`config.mk`:
```
export PLATFORM = sky130hd
export DESIGN_NAME = led_effect_sequencer_top_flat
export DESIGN_NICKNAME = d
export VERILOG_FILES = /design/src/rtl/les_pkg.sv /design/src/rtl/les_in_if.sv /design/src/rtl/les_out_if.sv /design/src/rtl/les_div.sv /design/src/rtl/les_ctrl.sv /design/src/rtl/led_effect_sequencer_top.sv /design/src/flat_wrapper.sv
export SDC_FILE = /design/constraint.sdc
export NUM_CORES = 1
export LEC_CHECK = 0
export ABC_AREA = 1
export BUFFER_PORTS_ARGS = -buffer_cell sky130_fd_sc_hd__buf_2
export CAP_MARGIN = 20
export CORE_MARGIN = 2
export CORE_UTILIZATION = 35
export CTS_CLUSTER_DIAMETER = 200
export DETAILED_ROUTE_END_ITERATION = 7
export GPL_TIMING_DRIVEN = 0
export PLACE_DENSITY = 0.59
export SKIP_LAST_GASP = 1
export SLEW_MARGIN = 20
export SYNTH_ARGS = -nofsm -noshare
export SYNTH_HDL_FRONTEND = slang
export SYNTH_SLANG_ARGS = --single-unit
```
`constraint.sdc`:
```
create_clock -name clk -period 5.4 [get_ports clk]
set_input_delay 1.08 -clock clk [delete_from_list [all_inputs] [get_ports clk]]
set_output_delay 1.08 -clock clk [all_outputs]
set_load 0.01 [all_outputs]
```
`src/rtl/les_pkg.sv`:
```
`default_nettype none
// ----------------------------------------------------------------------------
// les_pkg: shared types and constants for the LED effect sequencer
// Field widths, effect and command codes, controller states and the
// structs that run between the controller and the serial divider.
// ----------------------------------------------------------------------------
package les_pkg;

  localparam int DUTY_BITS  = 8;               // PWM resolution of the LED channel
  localparam int DUTY_OUT_W = 8;
  localparam int MODE_W     = 3;
  localparam int EFFECT_W   = 3;
  localparam int TIME_W     = 16;
  localparam int TOTAL_W    = 24;
  localparam int DIV_CNT_W  = $clog2(TIME_W);

  typedef logic [DUTY_BITS-1:0] level_t;
  localparam level_t MAX_DUTY = '1;

  typedef enum logic [MODE_W-1:0] {
    MODE_TICK     = 3'd0,
    MODE_ON       = 3'd1,
    MODE_OFF      = 3'd2,
    MODE_FADE_IN  = 3'd3,
    MODE_FADE_OUT = 3'd4,
    MODE_BREATHE  = 3'd5,
    MODE_BLINK    = 3'd6,
    MODE_TIMED    = 3'd7
  } mode_t;

  typedef enum logic [EFFECT_W-1:0] {
    EFF_STATIC   = 3'd0,
    EFF_FADE_IN  = 3'd1,
    EFF_FADE_OUT = 3'd2,
    EFF_BREATHE  = 3'd3,
    EFF_BLINK    = 3'd4,
    EFF_TIMED    = 3'd5
  } effect_t;

  typedef enum logic [1:0] {
    ST_IDLE,
    ST_DIV,
    ST_TIMED,
    ST_DONE
  } state_t;

  typedef struct packed {
    logic               start;
    logic [TIME_W-1:0]  dividend;
    level_t             divisor;
  } div_req_t;

  typedef struct packed {
    logic               done;
    logic [TIME_W-1:0]  quotient;
  } div_rsp_t;

  typedef struct packed {
    logic                  load;
    logic [DUTY_OUT_W-1:0] duty;
    logic [EFFECT_W-1:0]   effect;
  } result_t;

  // Level as driven on the port: zero-extended, then cut to the port width
  function automatic logic [DUTY_OUT_W-1:0] duty_out(level_t lvl);
    logic [DUTY_BITS+DUTY_OUT_W-1:0] ext;
    ext = (DUTY_BITS+DUTY_OUT_W)'(lvl);
    return ext[DUTY_OUT_W-1:0];
  endfunction

endpackage
`default_nettype wire

```
`src/rtl/les_in_if.sv`:
```
`default_nettype none
// ----------------------------------------------------------------------------
// les_in_if: command / tick channel
// Valid-ready channel carrying one tick or effect command per transaction.
// ----------------------------------------------------------------------------
interface les_in_if;
  logic                         valid;
  logic                         ready;
  logic [les_pkg::MODE_W-1:0]   mode;
  logic [les_pkg::TIME_W-1:0]   fade_or_on_ms;
  logic [les_pkg::TIME_W-1:0]   off_ms;
  logic [les_pkg::TOTAL_W-1:0]  total_ms;

  modport source (output valid, mode, fade_or_on_ms, off_ms, total_ms, input ready);
  modport sink   (input valid, mode, fade_or_on_ms, off_ms, total_ms, output ready);
endinterface
`default_nettype wire

```
`src/rtl/les_out_if.sv`:
```
`default_nettype none
// ----------------------------------------------------------------------------
// les_out_if: duty / effect result channel
// Valid-ready channel carrying the LED state after each transaction.
// ----------------------------------------------------------------------------
interface les_out_if;
  logic                            valid;
  logic                            ready;
  logic [les_pkg::DUTY_OUT_W-1:0]  duty;
  logic [les_pkg::EFFECT_W-1:0]    effect;

  modport source (output valid, duty, effect, input ready);
  modport sink   (input valid, duty, effect, output ready);
endinterface
`default_nettype wire

```
`src/rtl/les_div.sv`:
```
`default_nettype none
// ----------------------------------------------------------------------------
// les_div: bit-serial restoring divider
// Fade time / remaining counts, one quotient bit per cycle.
// ----------------------------------------------------------------------------
module les_div (
  input  logic              clk,
  input  logic              rst,
  input  les_pkg::div_req_t req,
  output les_pkg::div_rsp_t rsp
);
  import les_pkg::*;

  logic                 busy;
  logic                 done;
  logic [DIV_CNT_W-1:0] cnt;
  logic [TIME_W-1:0]    shreg;   // dividend out at the top, quotient in at the bottom
  level_t               dvsr;
  level_t               rem;
  level_t               rem_next;
  logic [DUTY_BITS:0]   trial;
  logic [DUTY_BITS:0]   diff;
  logic                 ge;

  always_comb begin
    trial    = {rem, shreg[TIME_W-1]};
    diff     = trial - {1'b0, dvsr};
    ge       = (trial >= {1'b0, dvsr});
    rem_next = ge ? diff[DUTY_BITS-1:0] : trial[DUTY_BITS-1:0];
  end

  always_ff @(posedge clk) begin
    if (rst) begin
      busy <= 1'b0;
      done <= 1'b0;
      cnt  <= '0;
    end else begin
      done <= 1'b0;
      if (req.start) begin
        busy <= 1'b1;
        cnt  <= '0;
      end else if (busy) begin
        cnt <= cnt + 1'b1;
        if (cnt == DIV_CNT_W'(TIME_W - 1)) begin
          busy <= 1'b0;
          done <= 1'b1;
        end
      end
    end
  end

  always_ff @(posedge clk) begin
    if (req.start) begin
      shreg <= req.dividend;
      dvsr  <= req.divisor;
      rem   <= '0;
    end else if (busy) begin
      shreg <= {shreg[TIME_W-2:0], ge};
      rem   <= rem_next;
    end
  end

  assign rsp.done     = done;
  assign rsp.quotient = shreg;

endmodule
`default_nettype wire

```
`src/rtl/les_ctrl.sv`:
```
`default_nettype none
// ----------------------------------------------------------------------------
// les_ctrl: effect state machine
// Holds the effect state, decodes ticks and commands, starts the divider
// for fade waits and runs the timed-blink phase bookkeeping.
// ----------------------------------------------------------------------------
module les_ctrl (
  input  logic              clk,
  input  logic              rst,
  les_in_if.sink            cmd,
  output les_pkg::div_req_t div_req,
  input  les_pkg::div_rsp_t div_rsp,
  output les_pkg::result_t  result,
  input  logic              out_free
);
  import les_pkg::*;

  state_t              state, state_next;
  level_t              duty, duty_next;
  effect_t             eff, eff_next;
  logic                phase, phase_next;
  logic [TIME_W-1:0]   step_wait, step_wait_next;
  logic [TIME_W-1:0]   wait_cnt, wait_cnt_next;
  logic [TOTAL_W-1:0]  elapsed, elapsed_next;
  logic [TIME_W-1:0]   time_a, time_a_next;
  logic [TIME_W-1:0]   time_b, time_b_next;
  logic [TOTAL_W-1:0]  time_total, time_total_next;
  logic                pend_up, pend_up_next;      // direction of pending step / blink phase
  logic                pend_min1, pend_min1_next;
  logic [TOTAL_W:0]    rem_t, rem_t_next;          // total - elapsed, top bit is borrow
  logic                accept;
  logic                go_div;
  logic                go_timed;
  logic [TIME_W-1:0]   wait_q;
  logic [TIME_W-1:0]   phase_len;
  mode_t               mode;

  assign cmd.ready = (state == ST_IDLE);
  assign accept    = cmd.valid && cmd.ready;
  assign mode      = mode_t'(cmd.mode);

  // Datapath next values and outputs
  always_comb begin
    duty_next       = duty;
    eff_next        = eff;
    phase_next      = phase;
    step_wait_next  = step_wait;
    wait_cnt_next   = wait_cnt;
    elapsed_next    = elapsed;
    time_a_next     = time_a;
    time_b_next     = time_b;
    time_total_next = time_total;
    pend_up_next    = pend_up;
    pend_min1_next  = pend_min1;
    rem_t_next      = rem_t;
    go_div          = 1'b0;
    go_timed        = 1'b0;
    wait_q          = div_rsp.quotient;
    phase_len       = pend_up ? time_a : time_b;
    result.load     = 1'b0;
    result.duty     = duty_out(duty);
    result.effect   = eff;

    case (state)
      ST_IDLE: begin
        if (accept) begin
          case (mode)
            MODE_TICK: begin
              if (eff != EFF_STATIC) begin
                if (wait_cnt > TIME_W'(1)) begin
                  wait_cnt_next = wait_cnt - 1'b1;
                end else begin
                  case (eff)
                    EFF_FADE_IN: begin
                      if (duty != MAX_DUTY) begin
                        duty_next     = duty + 1'b1;
                        wait_cnt_next = step_wait;
                      end else begin
                        duty_next      = MAX_DUTY;
                        eff_next       = EFF_STATIC;
                        phase_next     = 1'b0;
                        step_wait_next = '0;
                        wait_cnt_next  = '0;
                      end
                    end
                    EFF_FADE_OUT: begin
                      if (duty != '0) begin
                        duty_next     = duty - 1'b1;
                        wait_cnt_next = step_wait;
                      end else begin
                        duty_next      = '0;
                        eff_next       = EFF_STATIC;
                        phase_next     = 1'b0;
                        step_wait_next = '0;
                        wait_cnt_next  = '0;
                      end
                    end
                    EFF_BREATHE: begin
                      if (phase && duty != MAX_DUTY) begin
                        duty_next     = duty + 1'b1;
                        wait_cnt_next = step_wait;
                      end else if (!phase && duty != '0) begin
                        duty_next     = duty - 1'b1;
                        wait_cnt_next = step_wait;
                      end else begin
                        // end of a half: turn round, new wait over the full range
                        pend_up_next   = !phase;
                        pend_min1_next = 1'b1;
                        go_div         = 1'b1;
                      end
                    end
                    EFF_BLINK: begin
                      phase_next    = !phase;
                      duty_next     = phase ? '0 : MAX_DUTY;
                      wait_cnt_next = phase ? time_b : time_a;
                    end
                    EFF_TIMED: begin
                      rem_t_next   = {1'b0, time_total} - {1'b0, elapsed};
                      pend_up_next = !phase;
                      go_timed     = 1'b1;
                    end
                    default: ;
                  endcase
                end
              end
            end
            MODE_ON, MODE_OFF: begin
              duty_next      = (mode == MODE_ON) ? MAX_DUTY : '0;
              eff_next       = EFF_STATIC;
              phase_next     = 1'b0;
              step_wait_next = '0;
              wait_cnt_next  = '0;
            end
            MODE_FADE_IN, MODE_FADE_OUT: begin
              if (eff != ((mode == MODE_FADE_IN) ? EFF_FADE_IN : EFF_FADE_OUT)) begin
                eff_next        = EFF_STATIC;
                phase_next      = 1'b0;
                step_wait_next  = '0;
                wait_cnt_next   = '0;
                time_a_next     = cmd.fade_or_on_ms;
                time_b_next     = '0;
                time_total_next = '0;
                // already at the end value: stays static
                if ((mode == MODE_FADE_IN) ? (duty != MAX_DUTY) : (duty != '0)) begin
                  eff_next       = (mode == MODE_FADE_IN) ? EFF_FADE_IN : EFF_FADE_OUT;
                  pend_up_next   = (mode == MODE_FADE_IN);
                  pend_min1_next = (mode == MODE_FADE_IN);
                  go_div         = 1'b1;
                end
              end
            end
            MODE_BREATHE: begin
              eff_next        = EFF_BREATHE;
              phase_next      = 1'b0;
              step_wait_next  = '0;
              wait_cnt_next   = '0;
              time_a_next     = cmd.fade_or_on_ms;
              time_b_next     = '0;
              time_total_next = '0;
              pend_up_next    = (duty != MAX_DUTY);
              pend_min1_next  = 1'b1;
              go_div          = 1'b1;
            end
            MODE_BLINK: begin
              eff_next        = EFF_BLINK;
              phase_next      = 1'b1;
              duty_next       = MAX_DUTY;
              step_wait_next  = '0;
              wait_cnt_next   = cmd.fade_or_on_ms;
              time_a_next     = cmd.fade_or_on_ms;
              time_b_next     = cmd.off_ms;
              time_total_next = '0;
            end
            MODE_TIMED: begin
              eff_next        = EFF_TIMED;
              phase_next      = 1'b0;
              step_wait_next  = '0;
              wait_cnt_next   = '0;
              time_a_next     = cmd.fade_or_on_ms;
              time_b_next     = cmd.off_ms;
              time_total_next = cmd.total_ms;
              elapsed_next    = '0;
              rem_t_next      = {1'b0, cmd.total_ms};
              pend_up_next    = 1'b1;
              go_timed        = 1'b1;
            end
            default: ;
          endcase
        end
      end

      ST_DIV: begin
        if (div_rsp.done) begin
          if (pend_min1 && wait_q == '0) begin
            wait_q = TIME_W'(1);
          end
          if (wait_q == '0) begin
            // fade-out wait of zero ends at once
            duty_next      = '0;
            eff_next       = EFF_STATIC;
            phase_next     = 1'b0;
            step_wait_next = '0;
            wait_cnt_next  = '0;
          end else begin
            step_wait_next = wait_q;
            wait_cnt_next  = wait_q;
            phase_next     = pend_up;
            duty_next      = pend_up ? duty + 1'b1 : duty - 1'b1;
          end
        end
      end

      ST_TIMED: begin
        if (rem_t[TOTAL_W] || rem_t == '0) begin
          duty_next      = '0;
          eff_next       = EFF_STATIC;
          phase_next     = 1'b0;
          step_wait_next = '0;
          wait_cnt_next  = '0;
        end else begin
          duty_next  = pend_up ? MAX_DUTY : '0;
          phase_next = pend_up;
          if (TOTAL_W'(phase_len) > rem_t[TOTAL_W-1:0]) begin
            // phase cut short at the total
            wait_cnt_next = rem_t[TIME_W-1:0];
            elapsed_next  = time_total;
          end else begin
            wait_cnt_next = phase_len;
            elapsed_next  = elapsed + TOTAL_W'(phase_len);
          end
        end
      end

      ST_DONE: begin
        result.load = out_free;
      end

      default: ;
    endcase

    div_req.start    = go_div;
    div_req.dividend = time_a_next;
    div_req.divisor  = pend_up_next ? (MAX_DUTY - duty) : duty;
  end

  // Next state
  always_comb begin
    state_next = state;
    case (state)
      ST_IDLE: begin
        if (accept) begin
          if (go_div) begin
            state_next = ST_DIV;
          end else if (go_timed) begin
            state_next = ST_TIMED;
          end else begin
            state_next = ST_DONE;
          end
        end
      end
      ST_DIV: begin
        if (div_rsp.done) begin
          state_next = ST_DONE;
        end
      end
      ST_TIMED: state_next = ST_DONE;
      ST_DONE: begin
        if (out_free) begin
          state_next = ST_IDLE;
        end
      end
      default: state_next = ST_IDLE;
    endcase
  end

  always_ff @(posedge clk) begin
    if (rst) begin
      state      <= ST_IDLE;
      duty       <= '0;
      eff        <= EFF_STATIC;
      phase      <= 1'b0;
      step_wait  <= '0;
      wait_cnt   <= '0;
      elapsed    <= '0;
      time_a     <= '0;
      time_b     <= '0;
      time_total <= '0;
      pend_up    <= 1'b0;
      pend_min1  <= 1'b0;
      rem_t      <= '0;
    end else begin
      state      <= state_next;
      duty       <= duty_next;
      eff        <= eff_next;
      phase      <= phase_next;
      step_wait  <= step_wait_next;
      wait_cnt   <= wait_cnt_next;
      elapsed    <= elapsed_next;
      time_a     <= time_a_next;
      time_b     <= time_b_next;
      time_total <= time_total_next;
      pend_up    <= pend_up_next;
      pend_min1  <= pend_min1_next;
      rem_t      <= rem_t_next;
    end
  end

endmodule
`default_nettype wire

```
`src/rtl/led_effect_sequencer_top.sv`:
```
`default_nettype none
// ----------------------------------------------------------------------------
// led_effect_sequencer_top: LED blink / fade / breathe sequencer
// Takes 1 ms ticks and effect commands, answers each with the PWM duty and
// the running effect.
// ----------------------------------------------------------------------------
//  Channel | Dir | Interface  | Payload
//  --------+-----+------------+-----------------------------------------------
//  cmd     | in  | les_in_if  | mode, fade_or_on_ms, off_ms, total_ms
//  res     | out | les_out_if | duty, effect (one transaction per cmd)
//
//  Command paths: on, off, blink, ignored or already finished fades and ticks
//  that need no step wait or timed-blink phase go straight to the result; a
//  timed-blink phase change first does the remaining-time subtract, then the
//  compare and update; a fade or breathe step wait is set by the bit-serial
//  divider, which resolves one quotient bit per cycle of a 16-bit quotient.
//  One transaction is processed at a time; the next cmd is taken once the
//  result has moved into the output register, which may still be waiting on
//  res.ready. Synchronous active-high reset: duty 0, effect static, all
//  timers cleared.
// ----------------------------------------------------------------------------
module led_effect_sequencer_top (
  input  logic      clk,
  input  logic      rst,
  les_in_if.sink    cmd,
  les_out_if.source res
);
  import les_pkg::*;

  div_req_t div_req;
  div_rsp_t div_rsp;
  result_t  result;
  logic     out_free;
  logic     out_valid;

  // Step-wait divider: fade time / counts left to go
  les_div u_div (
    .clk (clk),
    .rst (rst),
    .req (div_req),
    .rsp (div_rsp)
  );

  // Effect state machine and timers
  les_ctrl u_ctrl (
    .clk      (clk),
    .rst      (rst),
    .cmd      (cmd),
    .div_req  (div_req),
    .div_rsp  (div_rsp),
    .result   (result),
    .out_free (out_free)
  );

  // Output register: slot is free when empty or being drained this cycle
  assign out_free = !out_valid || res.ready;

  always_ff @(posedge clk) begin
    if (rst) begin
      out_valid <= 1'b0;
    end else if (result.load) begin
      out_valid <= 1'b1;
    end else if (res.ready) begin
      out_valid <= 1'b0;
    end
  end

  always_ff @(posedge clk) begin
    if (result.load) begin
      res.duty   <= result.duty;
      res.effect <= result.effect;
    end
  end

  assign res.valid = out_valid;

endmodule
`default_nettype wire
```
`src/flat_wrapper.sv`:
```
// flat-port wrapper written by rule: the top's interface ports become plain ports
module led_effect_sequencer_top_flat import les_pkg::*;
  (clk, rst, cmd_valid, cmd_mode, cmd_fade_or_on_ms, cmd_off_ms, cmd_total_ms, cmd_ready, res_valid, res_duty, res_effect, res_ready);
  les_in_if cmd_i ();
  les_out_if res_i ();
  input  logic clk;
  input  logic rst;
  input wire logic [$bits(cmd_i.valid)-1:0] cmd_valid;
  input wire logic [$bits(cmd_i.mode)-1:0] cmd_mode;
  input wire logic [$bits(cmd_i.fade_or_on_ms)-1:0] cmd_fade_or_on_ms;
  input wire logic [$bits(cmd_i.off_ms)-1:0] cmd_off_ms;
  input wire logic [$bits(cmd_i.total_ms)-1:0] cmd_total_ms;
  output wire logic [$bits(cmd_i.ready)-1:0] cmd_ready;
  output wire logic [$bits(res_i.valid)-1:0] res_valid;
  output wire logic [$bits(res_i.duty)-1:0] res_duty;
  output wire logic [$bits(res_i.effect)-1:0] res_effect;
  input wire logic [$bits(res_i.ready)-1:0] res_ready;
  assign cmd_i.valid = cmd_valid;
  assign cmd_i.mode = cmd_mode;
  assign cmd_i.fade_or_on_ms = cmd_fade_or_on_ms;
  assign cmd_i.off_ms = cmd_off_ms;
  assign cmd_i.total_ms = cmd_total_ms;
  assign cmd_ready = cmd_i.ready;
  assign res_valid = res_i.valid;
  assign res_duty = res_i.duty;
  assign res_effect = res_i.effect;
  assign res_i.ready = res_ready;
  led_effect_sequencer_top u_core (.clk(clk), .rst(rst), .cmd(cmd_i), .res(res_i));
endmodule
```
======== After elaboration in Yosys (flattened, before gate mapping) ========
Cells that the tools add are included.
word-level totals
  bits in registers ....................... 203
  bits in latches ......................... 0
  RAM bits ................................ 0
  ROM bits ................................ 0
  bits of input ports ..................... 63
  output and inout bits ................... 13
  word-level logic and storage cells ...... 260
  memories ................................ 0
operators by class
  $add $sub $neg .......................... 8
  multipliers ............................. 0
  divide/modulo/power cells ............... 0
  $lt $le $gt $ge ......................... 3
  equal/unequal tests ..................... 45
  shift-type cells ........................ 0
  muxes and demuxes ....................... 138
  bitwise operators ....................... 1
  reductions and logical operators ........ 43
operators by type and width
  kind                                                                               count
  16-bit 2-to-1 mux                                                                  26
  16-bit one-hot mux with 3 select lines                                             4
  8-bit 2-to-1 mux                                                                   16
  16-bit one-hot mux with 4 select lines                                             2
  24-bit 2-to-1 mux                                                                  5
  25-bit 2-to-1 mux                                                                  3
  24-bit one-hot mux with 3 select lines                                             1
  16-bit one-hot mux with 2 select lines                                             2
  25-bit one-hot mux with 2 select lines                                             1
  24-bit one-hot mux with 2 select lines                                             1
  8-bit one-hot mux with 3 select lines                                              2
  1-bit 2-to-1 mux                                                                   47
  16-bit logical NOT                                                                 2
  8-bit one-hot mux with 4 select lines                                              1
  3-bit 2-to-1 mux                                                                   9
  25-bit logical NOT                                                                 1
  24-bit by 24-bit subtractor with 25-bit output                                     1
  24-bit by 16-bit adder with 24-bit output                                          1
  16-bit by 24-bit greater-than comparator with 1-bit output                         1
  2-bit != test (second input constant)                                              10
  3-bit == test (second input constant)                                              6
  3-bit one-hot mux with 6 select lines                                              1
  16-bit by 1-bit greater-than comparator with 1-bit output (second input constant)  1
  8-bit AND reduction                                                                2
  51 further kinds                                                                   92

======== Logic depth before layout (Yosys ltp) ========
Gate-level depths: netlist (run 1).
  word-level depth ........................ 13
  gate-level depth with buffers ........... 21
  depth with buffers taken out ............ 19

======== Cells and area by module ========
From an unflattened synthesis (run 1), not the netlist that was laid out.
second synthesis, totals
  cell total of the unflattened synthesis .. 2455
  area, all modules ....................... 15409.8 sq um
by module, submodules not included
  module                    times used  cells each  area an instance (sq um)  sequential area each (sq um)
  les_ctrl                  1           2201        13008.7                   3062.9
  les_div                   1           238         2028.2                    1001.0
  led_effect_sequencer_top  1           16          372.9                     350.3

======== Worst setup path after synthesis (run 1) ========
No wires, ideal clock.
  kind .................................... input -> register
  from .................................... input port cmd_mode[1]
  to ...................................... register u_core.u_div.shreg[0] (enable)
  setup time .............................. 0.372 ns
  arrival time ............................ 2.376 ns
  data required time ...................... 5.028 ns
  setup slack ............................. 2.652 ns
  stages on the path ...................... 8
  buffers on the path ..................... 1
  path through ............................ nor2_2 nand2_1 nand2_4 o31ai_1 nor2_1 nand3_2 buf_2 nand2_1
on the way
  cells in the longest elaborated chain, start to end .. 8
  elaborated cells between the ends (all ways) .. 14
  classes of those cells .................. eq/ne: 4; mux: 7; reduce/logical: 3
RTL lines
  what                                                  line                                              RTL
  from (decl)                                           flat_wrapper.sv:9                                 input wire logic [$bits(cmd_i.mode)-1:0] cmd_mode;
  3-bit by 2-bit == test with 1-bit output              les_ctrl.sv:67, les_ctrl.sv:135, les_ctrl.sv:144
  2-bit 2-to-1 mux or 1-bit 2-to-1 mux (tied branches)  les_ctrl.sv:135, les_ctrl.sv:144
  3-bit != test or 1-bit 2-to-1 mux (tied branches)     les_ctrl.sv:135, les_ctrl.sv:144
  1-bit 2-to-1 mux                                      les_ctrl.sv:135                                   if (eff != ((mode == MODE_FADE_IN) ? EFF_FADE_IN : EFF_FADE_OUT)) begin
  1-bit one-hot mux with 3 select lines *               les_ctrl.sv:67                                    case (mode)
  1-bit 2-to-1 mux *                                    les_ctrl.sv:66                                    if (accept) begin
  1-bit 2-to-1 mux *                                    les_ctrl.sv:64                                    case (state)
  2-bit nonzero test (no line) *                        -
  to (signal assigned)                                  les_div.sv:54                                     shreg <= req.dividend;
  to (signal assigned)                                  les_div.sv:58                                     shreg <= {shreg[TIME_W-2:0], ge};
  to (decl)                                             les_div.sv:17                                     logic [TIME_W-1:0] shreg;
Mark *: on every way between the ends. The rest lies on a longest branch, timed or not.
A chain may end at the register's enable or synchronous reset.

======== Worst setup path in the final report (run 1) ========
  from .................................... register u_core.u_ctrl.pend_up
  to ...................................... register u_core.u_ctrl.elapsed[9]
on the way
  cells in the longest elaborated chain, start to end .. 5
  elaborated cells between the ends (all ways) .. 6
  classes of those cells .................. add/sub: 1; order compare: 1; mux: 4
RTL lines
  what                                                                                                                     line                              RTL
  from (decl)                                                                                                              les_ctrl.sv:28                    logic pend_up, pend_up_next;
  from (signal assigned)                                                                                                   les_ctrl.sv:302                   pend_up <= pend_up_next;
  16-bit 2-to-1 mux *                                                                                                      les_ctrl.sv:59                    phase_len = pend_up ? time_a : time_b;
  24-bit by 16-bit adder with 24-bit output or 16-bit by 24-bit greater-than comparator with 1-bit output (tied branches)  les_ctrl.sv:229, les_ctrl.sv:223
  24-bit 2-to-1 mux *                                                                                                      les_ctrl.sv:223                   if (TOTAL_W'(phase_len) > rem_t[TOTAL_W-1:0]) begin
  24-bit 2-to-1 mux *                                                                                                      les_ctrl.sv:214                   if (rem_t[TOTAL_W] || rem_t == '0) begin
  24-bit one-hot mux with 2 select lines *                                                                                 les_ctrl.sv:64
  to (signal assigned)                                                                                                     les_ctrl.sv:298                   elapsed <= elapsed_next;
  to (decl)                                                                                                                les_ctrl.sv:24                    logic [TOTAL_W-1:0] elapsed, elapsed_next;
Mark *: on every way between the ends. The rest lies on a longest branch, timed or not. The select of a mux whose other input is x is not followed.

==> impl_metrics.yaml, run 1 <==
grt:
  grt_pass1_vias: 15200
  use_met3: 0.0343
  antenna_found_initial: 0
  grt.met1_usage: 0.335
  grt_max_degree: 17
  overflow: 0
  grt_pass1_wl_um: 87200
  met2_usage: 0.429
  global_route.usage.total: 0.255
  busiest_layer: "met2"
die:
  dieArea_um2: 44000
  coreArea_um2: 41900
  start_util: 0.354
  pin_count: 76
  die_x_um: 210
  die_y_um: 210
  row_count: 75
setup_path:
  cp_data_required_time_ns: 5.83
  crit_type: "register to register"
  crit_fanout: 10
  start_kind: "register"
  arrival_ns: 4.53
  cp-end-kind: "register"
clock_network:
  cts.path.max_buffers: 3
  postCtsSetupBuffers: 0
  cts-buffers-inserted: 26
  root_buffer: "clkbuf_16"
  htree_levels: 1
  cts-resized-gates: 0
  cts_tree: "done"
  clock_latency_ns: 0.57
  path_clk_slew_ns: 0.06
  cts_hold_buf: 0
  cts.sinks: 203
timing:
  fmax_mhz: 244
  fin_crit_ns: 4.10
  rsz0062_at_grt: "no"
  finClkSkew_ns: 0.0183
  final-hold-violation-count: 0
  setup_violations: 0
  tightest_slew_ns: 0.932
  finalCritPeriodShare: 0.760
  finalSetupTns_ns: 0
  slew_violations: 0
  relSlewSlack: 0.372
yosys:
  synth_seq_area_share: 0.298
  yosysWarnings: 0
  synth_area_leader_cell: "dfxtp_1"
  synth_top_area_frac: 0.227
  avgSynthCellArea_um2: 6.40
  synth_area_um2: 14800
  synth_fp_nets: 2452
  synthArstFlopShare: 0
  synth_edf_count: 35
  synth_cell_type_count: 56
  synth_ff_type: "dfxtp_1"
  ys_seq_elements: 203
  synth_area_leaders: "dfxtp_1 (23%), nand2_1 (14%), a21oi_1 (7.5%), edfxtp_1 (7.1%), nand3_1 (7.0%)"
  syn_inst: 2313
power_and_ir_drop:
  seqPwrFrac: 0.234
  powerDensity_nw_per_um2: 534
  comb_power_share: 0.561
  vdd_ir_drop_max_mv: 0.236
  p_int_w: 0.00449
  switching_share: 0.498
  power.clock.fraction: 0.205
  switching_power_w: 0.00446
  p_leak_nw: 7.44
routing:
  wl_per_cell_um: 19.2
  drtPass1Iterations: 5
  viasPerCell: 5.36
  wl_um: 57100
  drc: 0
  drt_iter0_drc: 1527
  drtAntennaViolNets: 0
  route.vias.total: 15900
placed_design:
  gp_congestion: 1.03
  io_buffers: 74
  placedInstanceArea_um2: 15800
  dpl.hpwl_um: 46500
run_status:
  status: "completed"
worst_hold_path:
  hp-class: "register to register"
cells_and_area:
  nets: 2554
  area_growth_pct: 13.1
  nFillCells: 4566
  fin_area_um2: 16700
  seq_area_um2: 4410
  drive_gt1_frac: 0.0883
  multi_input_area_um2: 8890
run:
  maxCapViolCount: 0
routing by layer:
layer / up-vias / wire (um)
met1: 7358 / 24500
met5: - / 0
met3: 117 / 3850
met2: 595 / 26400
met4: 0 / 2290
li1: 7869 / -
sequential cells by signal (all words and copies together) (netlist names):
name and cells:
u_core.u_ctrl.time_total 24, u_core.res.effect 3, u_core.res.duty 8, u_core.u_ctrl.phase 1, u_core.u_ctrl.pend_min1 1, u_core.u_ctrl.state 2, u_core.u_div.shreg 16, u_core.u_ctrl.eff 3
u_core.u_ctrl.step_wait 16, u_core.u_ctrl.rem_t 25, u_core.res.valid 1, u_core.u_ctrl.wait_cnt 16, u_core.u_ctrl.time_a 16, u_core.u_ctrl.time_b 16, u_core.u_div.rem 8, u_core.u_div.busy 1
u_core.u_ctrl.pend_up 1, u_core.u_ctrl.elapsed 24, u_core.u_div.dvsr 8, u_core.u_div.done 1, u_core.u_div.cnt 4, u_core.u_ctrl.duty 8
placed cells by master (no fill, tap or decap), types with 4 or more instances in the layout:
cell type	Yosys	final
nand4_1	40	40
ha_1	73	73
xnor2_1	16	16
nor4_1	4	4
nand2_2	9	9
buf_6	8	8
or2_2	10	10
clkbuf_16	0	27
nand3_2	5	5
a21oi_1	222	222
inv_2	14	14
o21ai_1	36	36
inv_1	263	263
nand3_1	206	206
dfxtp_1	168	168
or2_1	12	12
o21ai_0	196	196
o21a_1	5	5
clkbuf_1	53	59
nor3_1	19	19
nor2_1	215	215
nand2_1	558	558
o211ai_1	27	27
buf_2	23	97
edfxtp_1	35	35
nor2_2	5	5
nand3b_1	10	10
xor2_1	13	13
nor2_4	5	5
a31oi_1	14	14
power by group through the flow:
stage	Clock, W	Sequential, W	Combinational, W
final	0.00184	0.00209	0.00502
after detailed placement	0	0.00212	0.00491
after CTS	0.00186	0.00209	0.00493
after global routing	0.00192	0.00212	0.00559
after global placement	0	0.00211	0.00488
after floorplan	0	0.00202	0.00353
synthesized netlist by cell type (35+ instances only):
| cell type | n |
|---|---|
| a21oi_1 | 222 |
| clkbuf_1 | 53 |
| dfxtp_1 | 168 |
| edfxtp_1 | 35 |
| ha_1 | 73 |
| inv_1 | 263 |
| nand2_1 | 558 |
| nand3_1 | 206 |
| nand4_1 | 40 |
| nor2_1 | 215 |
| o21ai_0 | 196 |
| o21ai_1 | 36 |
worst max-delay path, cell delays in order (launching register included):
cell and delay, ns:
dfxtp_1 0.30, clkbuf_1 0.23, clkbuf_1 0.32, o21ai_0 0.77, inv_1 0.20, ha_1 0.37
nand2_1 0.07, nand2_1 0.04, nand2_1 0.05, nand2_1 0.05, nand2_1 0.06, nand2_1 0.06
nand2_1 0.06, nand2_1 0.08, nand2_1 0.30, clkbuf_1 0.50, o21ai_0 0.31, nand3_1 0.13
a21oi_1 0.07
path summary, 6_finish.rpt:
path	depth (start not counted)	endpoint	slack [ns]	from
max reg2reg	18	u_core.u_ctrl.elapsed[9]	1.30	u_core.u_ctrl.pend_up
min reg2reg	0	u_core.res.duty[5]	0.45	u_core.u_ctrl.duty[5]
max	18	u_core.u_ctrl.elapsed[9]	1.30	u_core.u_ctrl.pend_up
min	0	u_core.res.duty[5]	0.45	u_core.u_ctrl.duty[5]
area by class of cell:
cell class,instances,area share
inverters,281,0.0632
clock inverters,12,0.00987
flip-flops and latches,203,0.264
plain buffers,90,0.0261
clock buffers,35,0.0434
diodes,1,0.000149
multi-input cells,1739,0.531
well taps,539,0.0403
repair buffers,74,0.0221
kinds of logic after synthesis:
group / count (synthesis) / synth area share
buf+inv: 371 / 0.101
xor+xnor: 29 / 0.0172
mux: 1 / 0.000676
fa+ha+maj: 76 / 0.0658
simple gates: 1113 / 0.329
compound gates: 520 / 0.188
flops: 203 / 0.298
stage by stage:
| step | hold slack (ns) | setup slack (ns) | util | power [W] | cells |
|---|---|---|---|---|---|
| 6_report | 0.452 | 1.30 | 0.400 | 0.00894 | 2974 |
| 5_1_grt | 0.459 | 1.06 | 0.400 | 0.00962 | 2973 |
| 4_1_cts | 0.455 | 1.34 | 0.400 | 0.00888 | 2973 |
| 3_5_place_dp | 0.447 | 1.36 | 0.379 | 0.00702 | 2926 |
| 3_3_place_gp | 0.439 | 1.38 | 0.379 | 0.00699 | 2926 |
| 2_1_floorplan | 0.431 | 2.65 | - | 0.00555 | 2313 |
(Power assumes the default switching activity.)
==> inputs of run 2 (changes only) <==
Settings changed: PLACE_DENSITY 0.59 to 0.61.
Clock period 5.4 ns to 3.76 ns, I/O delays scaled along.
==> impl_metrics.yaml, run 2 (same netlist as run 1, synthesis figures left out) <==
run_status:
  status: "completed"
placed_design:
  gp_congestion: 1.02
  place_inst: 2926
  dpl.hpwl_um: 45900
  io_buffers: 74
run:
  maxCapViolCount: 0
routing:
  wl_per_cell_um: 19.3
  routed.top_layer: "met4"
  drtAntennaViolNets: 0
  wl_met2_um: 25700
  drt_iter0_drc: 1704
  drtPass1Iterations: 6
  viasPerCell: 5.46
  drc: 0
  route.vias.total: 16200
  wl_um: 57300
  wl_met3_um: 4550
  m1WireLength_um: 24000
cells_and_area:
  antennaDiodeCount: 0
  nFillCells: 4526
  reg_top3: "u_core.u_ctrl.rem_t x25, u_core.u_ctrl.elapsed x24, u_core.u_ctrl.time_total x24"
  layout_common_cells: "nand2_1 (558), inv_1 (263), a21oi_1 (222), nor2_1 (215), nand3_1 (206)"
  largest_reg_flops: 25
  multi_input_area_um2: 8900
  mostFrequentLayoutCell: "nand2_1"
  final_cells: 2973
  seq_area_um2: 4410
  regMostFlops: "u_core.u_ctrl.rem_t"
  drive_gt1_frac: 0.0924
  area_growth_pct: 14.0
  nets: 2553
timing:
  rsz0062_at_grt: "no"
  finClkSkew_ns: 0.0270
  fin_crit_ns: 3.56
  finalCritPeriodShare: 0.946
  fmax_mhz: 281
  relSlewSlack: 0.289
  finalSetupTns_ns: 0
  tightest_slew_ns: 1.06
  setup_violations: 0
  whs_ns: 0.456
  slew_violations: 0
  final-hold-violation-count: 0
setup_path:
  crit_type: "register to register"
  cp_num_buf_inv: 4
  start_kind: "register"
  cp_common_cell: "nand2_1"
  arrival_ns: 3.96
  path_cells: "clkbuf_2 > o21ai_0 > inv_1 > ha_1 > inv_1 > fa_1 > inv_1 > nand3_1 > nand2_1 > nand2_1 > nand2_1 > nand3_1 > nand2_1 > nand2_1 > nand2_1 > nand3_1 > nand2_1 > a21oi_1"
  cp-end-kind: "register"
  crit_family: "simple AND/OR/NAND/NOR gates"
  cp_data_required_time_ns: 4.16
  cp_slowest_stage_delay_ns: 0.60
  critPathSlowestCell: "dfxtp_1"
  crit_fanout: 10
clock_network:
  cts.path.max_buffers: 3
  htree_levels: 1
  clock_latency_ns: 0.57
  path_clk_slew_ns: 0.06
  cts.sinks: 203
  cts_hold_buf: 0
  cts-buffers-inserted: 26
  cts_tree: "done"
  postCtsSetupBuffers: 0
  root_buffer: "clkbuf_16"
worst_hold_path:
  hp-class: "primary input to register"
die:
  start_util: 0.354
  dieArea_um2: 44000
  coreArea_um2: 41900
  die_y_um: 210
  pin_count: 76
  die_x_um: 210
  row_count: 75
grt:
  grt_pass1_vias: 15300
  global_route.usage.total: 0.255
  overflow: 0
  grt_pass1_wl_um: 87300
  grt_max_degree: 17
  antenna_found_initial: 1
power_and_ir_drop:
  p_leak_nw: 7.51
  powerDensity_nw_per_um2: 786
  vdd_ir_drop_max_mv: 0.402
-- run 2: layer usage --
| layer | GRT usage | vias to the layer above |
|---|---|---|
| met4 | 0.119 | 0 |
| li1 | - | 7879 |
| met5 | 0 | - |
| met3 | 0.0406 | 139 |
| met2 | 0.419 | 705 |
| met1 | 0.329 | 7504 |
-- run 2: repair_timing --
item / in CTS / in global routing
gates resized for setup: 7 / 5
pin swaps: 0 / 0
setup endpoints to repair: 40 / 40
-- run 2: final cells by class --
type / instances / share of cell area
Clock buffer: 32 / 0.0412
Inverter: 281 / 0.0627
Tap cell: 539 / 0.0400
Sequential cell: 203 / 0.262
Buffer: 89 / 0.0262
Clock inverter: 16 / 0.0190
Multi-Input combinational cell: 1739 / 0.527
Timing Repair Buffer: 74 / 0.0220
-- run 2: worst min-delay path, cell delays in order --
cell     delay [ns]
buf_2          0.09
nand3_1        0.07
a21oi_1        0.05
-- run 2: path summary, 6_finish.rpt --
| check | cells after the start | slack [ns] | endpoint | startpoint |
|---|---|---|---|---|
| min reg2reg | 0 | 0.46 | u_core.res.duty[5] | u_core.u_ctrl.duty[5] |
| min | 3 | 0.46 | u_core.u_ctrl.time_b[6] | cmd_off_ms[6] |
| max reg2reg | 18 | 0.20 | u_core.u_ctrl.elapsed[18] | u_core.u_ctrl.pend_up |
| max | 18 | 0.20 | u_core.u_ctrl.elapsed[18] | u_core.u_ctrl.pend_up |
-- run 2: power breakdown --
| group | internal [W] | switching, W | total [W] |
|---|---|---|---|
| Sequential | 0.00264 | 0.000361 | 0.00300 |
| Clock | 0.00193 | 0.00107 | 0.00300 |
| Combinational | 0.00225 | 0.00501 | 0.00726 |
| Total | 0.00682 | 0.00645 | 0.0133 |
-- run 2: per-stage QoR --
step / util / total power [W] / area, um^2 / setup slack [ns]
4_1_cts: 0.403 / 0.0131 / 16900 / 0.0348
3_5_place_dp: 0.379 / 0.0101 / 15800 / -0.444
3_3_place_gp: 0.379 / 0.0100 / 15800 / -0.461
5_1_grt: 0.403 / 0.0142 / 16900 / 0.0411
2_1_floorplan: - / 0.00797 / 14800 / 1.09
6_report: 0.403 / 0.0133 / 16900 / 0.203
==> inputs of run 3 (changes only) <==
Settings changed: ABC_AREA 1 to unset, SYNTH_HIERARCHICAL set to 1.
==> impl_metrics.yaml, run 3 <==
run_status:
  status: "completed"
routing:
  drc: 0
  route.vias.total: 13200
  viasPerCell: 5.73
  drt_iter0_drc: 1268
  wl_per_cell_um: 20.2
  wl_um: 46500
  drtPass1Iterations: 5
  drtAntennaViolNets: 0
die:
  row_count: 72
  dieArea_um2: 40200
  pin_count: 76
  die_y_um: 201
  start_util: 0.353
  die_x_um: 201
  coreArea_um2: 38400
power_and_ir_drop:
  powerDensity_nw_per_um2: 724
  p_leak_nw: 6.11
  vdd_ir_drop_max_mv: 0.401
clock_network:
  path_clk_slew_ns: 0.06
  cts_hold_buf: 0
  root_buffer: "clkbuf_16"
  htree_levels: 1
  clock_latency_ns: 0.56
  cts-buffers-inserted: 25
  cts.path.max_buffers: 3
  cts.sinks: 203
  cts_tree: "done"
setup_path:
  crit_family: "simple AND/OR/NAND/NOR gates"
  cp_num_buf_inv: 4
  start_kind: "register"
  critPathSlowestCell: "mux2_2"
  arrival_ns: 4.08
  path_cells: "buf_6 > buf_6 > mux2_2 > ha_1 > nand4_1 > nor3_1 > o21ai_0 > a41o_1 > buf_4 > clkbuf_2 > nor2_2 > a22oi_1 > o21ai_0"
  cp_data_required_time_ns: 4.21
  cp_slowest_stage_delay_ns: 0.40
  crit_type: "register to register"
  crit_fanout: 10
  cp-end-kind: "register"
placed_design:
  io_buffers: 74
  dpl.hpwl_um: 36400
  gp_congestion: 0.941
  placedInstanceArea_um2: 14500
run:
  maxCapViolCount: 0
cells_and_area:
  mostFrequentLayoutCell: "nand2_1"
  fin_area_um2: 15600
  layout_common_cells: "nand2_1 (188), a21oi_1 (173), dfxtp_1 (168), nor2_1 (121), buf_2 (86)"
  largest_reg_flops: 25
  area_growth_pct: 15.4
  reg_top3: "u_core/u_ctrl/rem_t x25, u_core/u_ctrl/elapsed x24, u_core/u_ctrl/time_total x24"
  drive_gt1_frac: 0.137
  antennaDiodeCount: 0
  regMostFlops: "u_core/u_ctrl/rem_t"
  final_util: 0.407
  nets: 1907
yosys:
  yosysWarnings: 6
  synth_area_leaders: "dfxtp_1 (25%), edfxtp_1 (7.8%), ha_1 (6.9%), a21oi_1 (6.4%), nand2_1 (5.2%)"
  synth_seq_area_share: 0.326
  synth_cell_type_count: 87
  ys_seq_elements: 203
  synth_area_leader_cell: "dfxtp_1"
  avgSynthCellArea_um2: 8.14
  synth_top_area_frac: 0.249
  syn_inst: 1662
  synth_fp_nets: 1803
  synth_area_um2: 13500
  synth_ff_type: "dfxtp_1"
  synth_edf_count: 35
  synth_commonest_cells: "nand2_1 (188), a21oi_1 (173), dfxtp_1 (168)"
  synthArstFlopShare: 0
  yosysMostFrequentCell: "nand2_1"
grt:
  grt_pass1_vias: 12700
  antenna_found_initial: 0
  global_route.usage.total: 0.225
  grt_pass1_wl_um: 71800
  grt_max_degree: 22
  overflow: 0
timing:
  finClkSkew_ns: 0.0297
  finalCritPeriodShare: 0.965
  relSlewSlack: 0.382
  fin_crit_ns: 3.63
  slew_violations: 0
  setup_violations: 0
  final-hold-violation-count: 0
  tightest_slew_ns: 0.917
  fmax_mhz: 276
worst_hold_path:
  hp-class: "primary input to register"
## run 3: per-stage QoR
stage	setup slack (ns)	std cells	hold slack, ns	power [W]	TNS (ns)
after global routing	-0.00596	2303	0.418	0.0120	-0.0104
after detailed placement	-1.04	2254	0.414	0.00835	-31.38
after global placement	-1.04	2254	0.416	0.00825	-31.22
final	0.133	2303	0.408	0.0113	0
after CTS	0.0240	2299	0.399	0.0112	0
after floorplan	0.236	1662	0.403	0.00687	0
## run 3: final cells by class
class / count / area, um^2
buffer: 100 / 480
clock buffer: 28 / 678
clock inverter: 18 / 275
fill: 3921 / 22800
inverter: 85 / 319
multi-input combinational: 1273 / 8400
sequential: 203 / 4410
tap: 518 / 648
timing repair buffer: 78 / 400
## run 3: worst register-to-register path, delay by kind of cell (launching register included)
family / cells / cell delay [ns]
mux: 1 / 0.41
simple gates: 3 / 0.88
buf+inv: 4 / 0.75
flops: 1 / 0.37
fa+ha+maj: 1 / 0.32
compound gates: 4 / 0.79
## run 3: layer usage
metal | GRT usage | routed length (um) | up-vias
met5 | 0 | 0 | -
met4 | 0.0833 | 1750 | 0
met3 | 0.0248 | 3080 | 107
met2 | 0.370 | 21200 | 516
met1 | 0.304 | 20500 | 6295
li1 | - | - | 6280
## run 3: kinds of logic (layout without fill, tap and decap cells)
logic type / count (synthesis) / after routing / synth area share
AND/OR/NAND/NOR: 544 / 544 / 0.191
AO/OA/AOI/OAI: 513 / 513 / 0.252
flip-flops: 203 / 203 / 0.326
buffers and inverters: 186 / 309 / 0.0569
adder cells (fa/ha/maj): 78 / 78 / 0.0738
XOR/XNOR: 71 / 71 / 0.0476
multiplexers: 67 / 67 / 0.0528
## run 3: path summary, 6_finish.rpt
| check | end | slack (ns) | depth (start not counted) | startpoint |
|---|---|---|---|---|
| min | u_core/res.valid | 0.41 | 2 | rst |
| max | u_core/u_ctrl/elapsed[13] | 0.13 | 13 | u_core/u_ctrl/pend_up |
| min reg2reg | u_core/res.duty[7] | 0.43 | 0 | u_core/u_ctrl/duty[7] |
| max reg2reg | u_core/u_ctrl/elapsed[13] | 0.13 | 13 | u_core/u_ctrl/pend_up |
## run 3: where the power goes
part	switching, W	total, W	internal (W)	leakage (nW)
logic	0.00346	0.00557	0.00210	3.96
registers	0.000349	0.00296	0.00261	1.69
clock network	0.00105	0.00277	0.00173	0.458
## run 3: timing repair
| action | 4_1_cts | 5_1_grt |
|---|---|---|
| setup buffers | 0 | 4 |
| pin swaps | 0 | 1 |
| gates resized for setup | 17 | 12 |
| setup endpoints to repair | 42 | 44 |
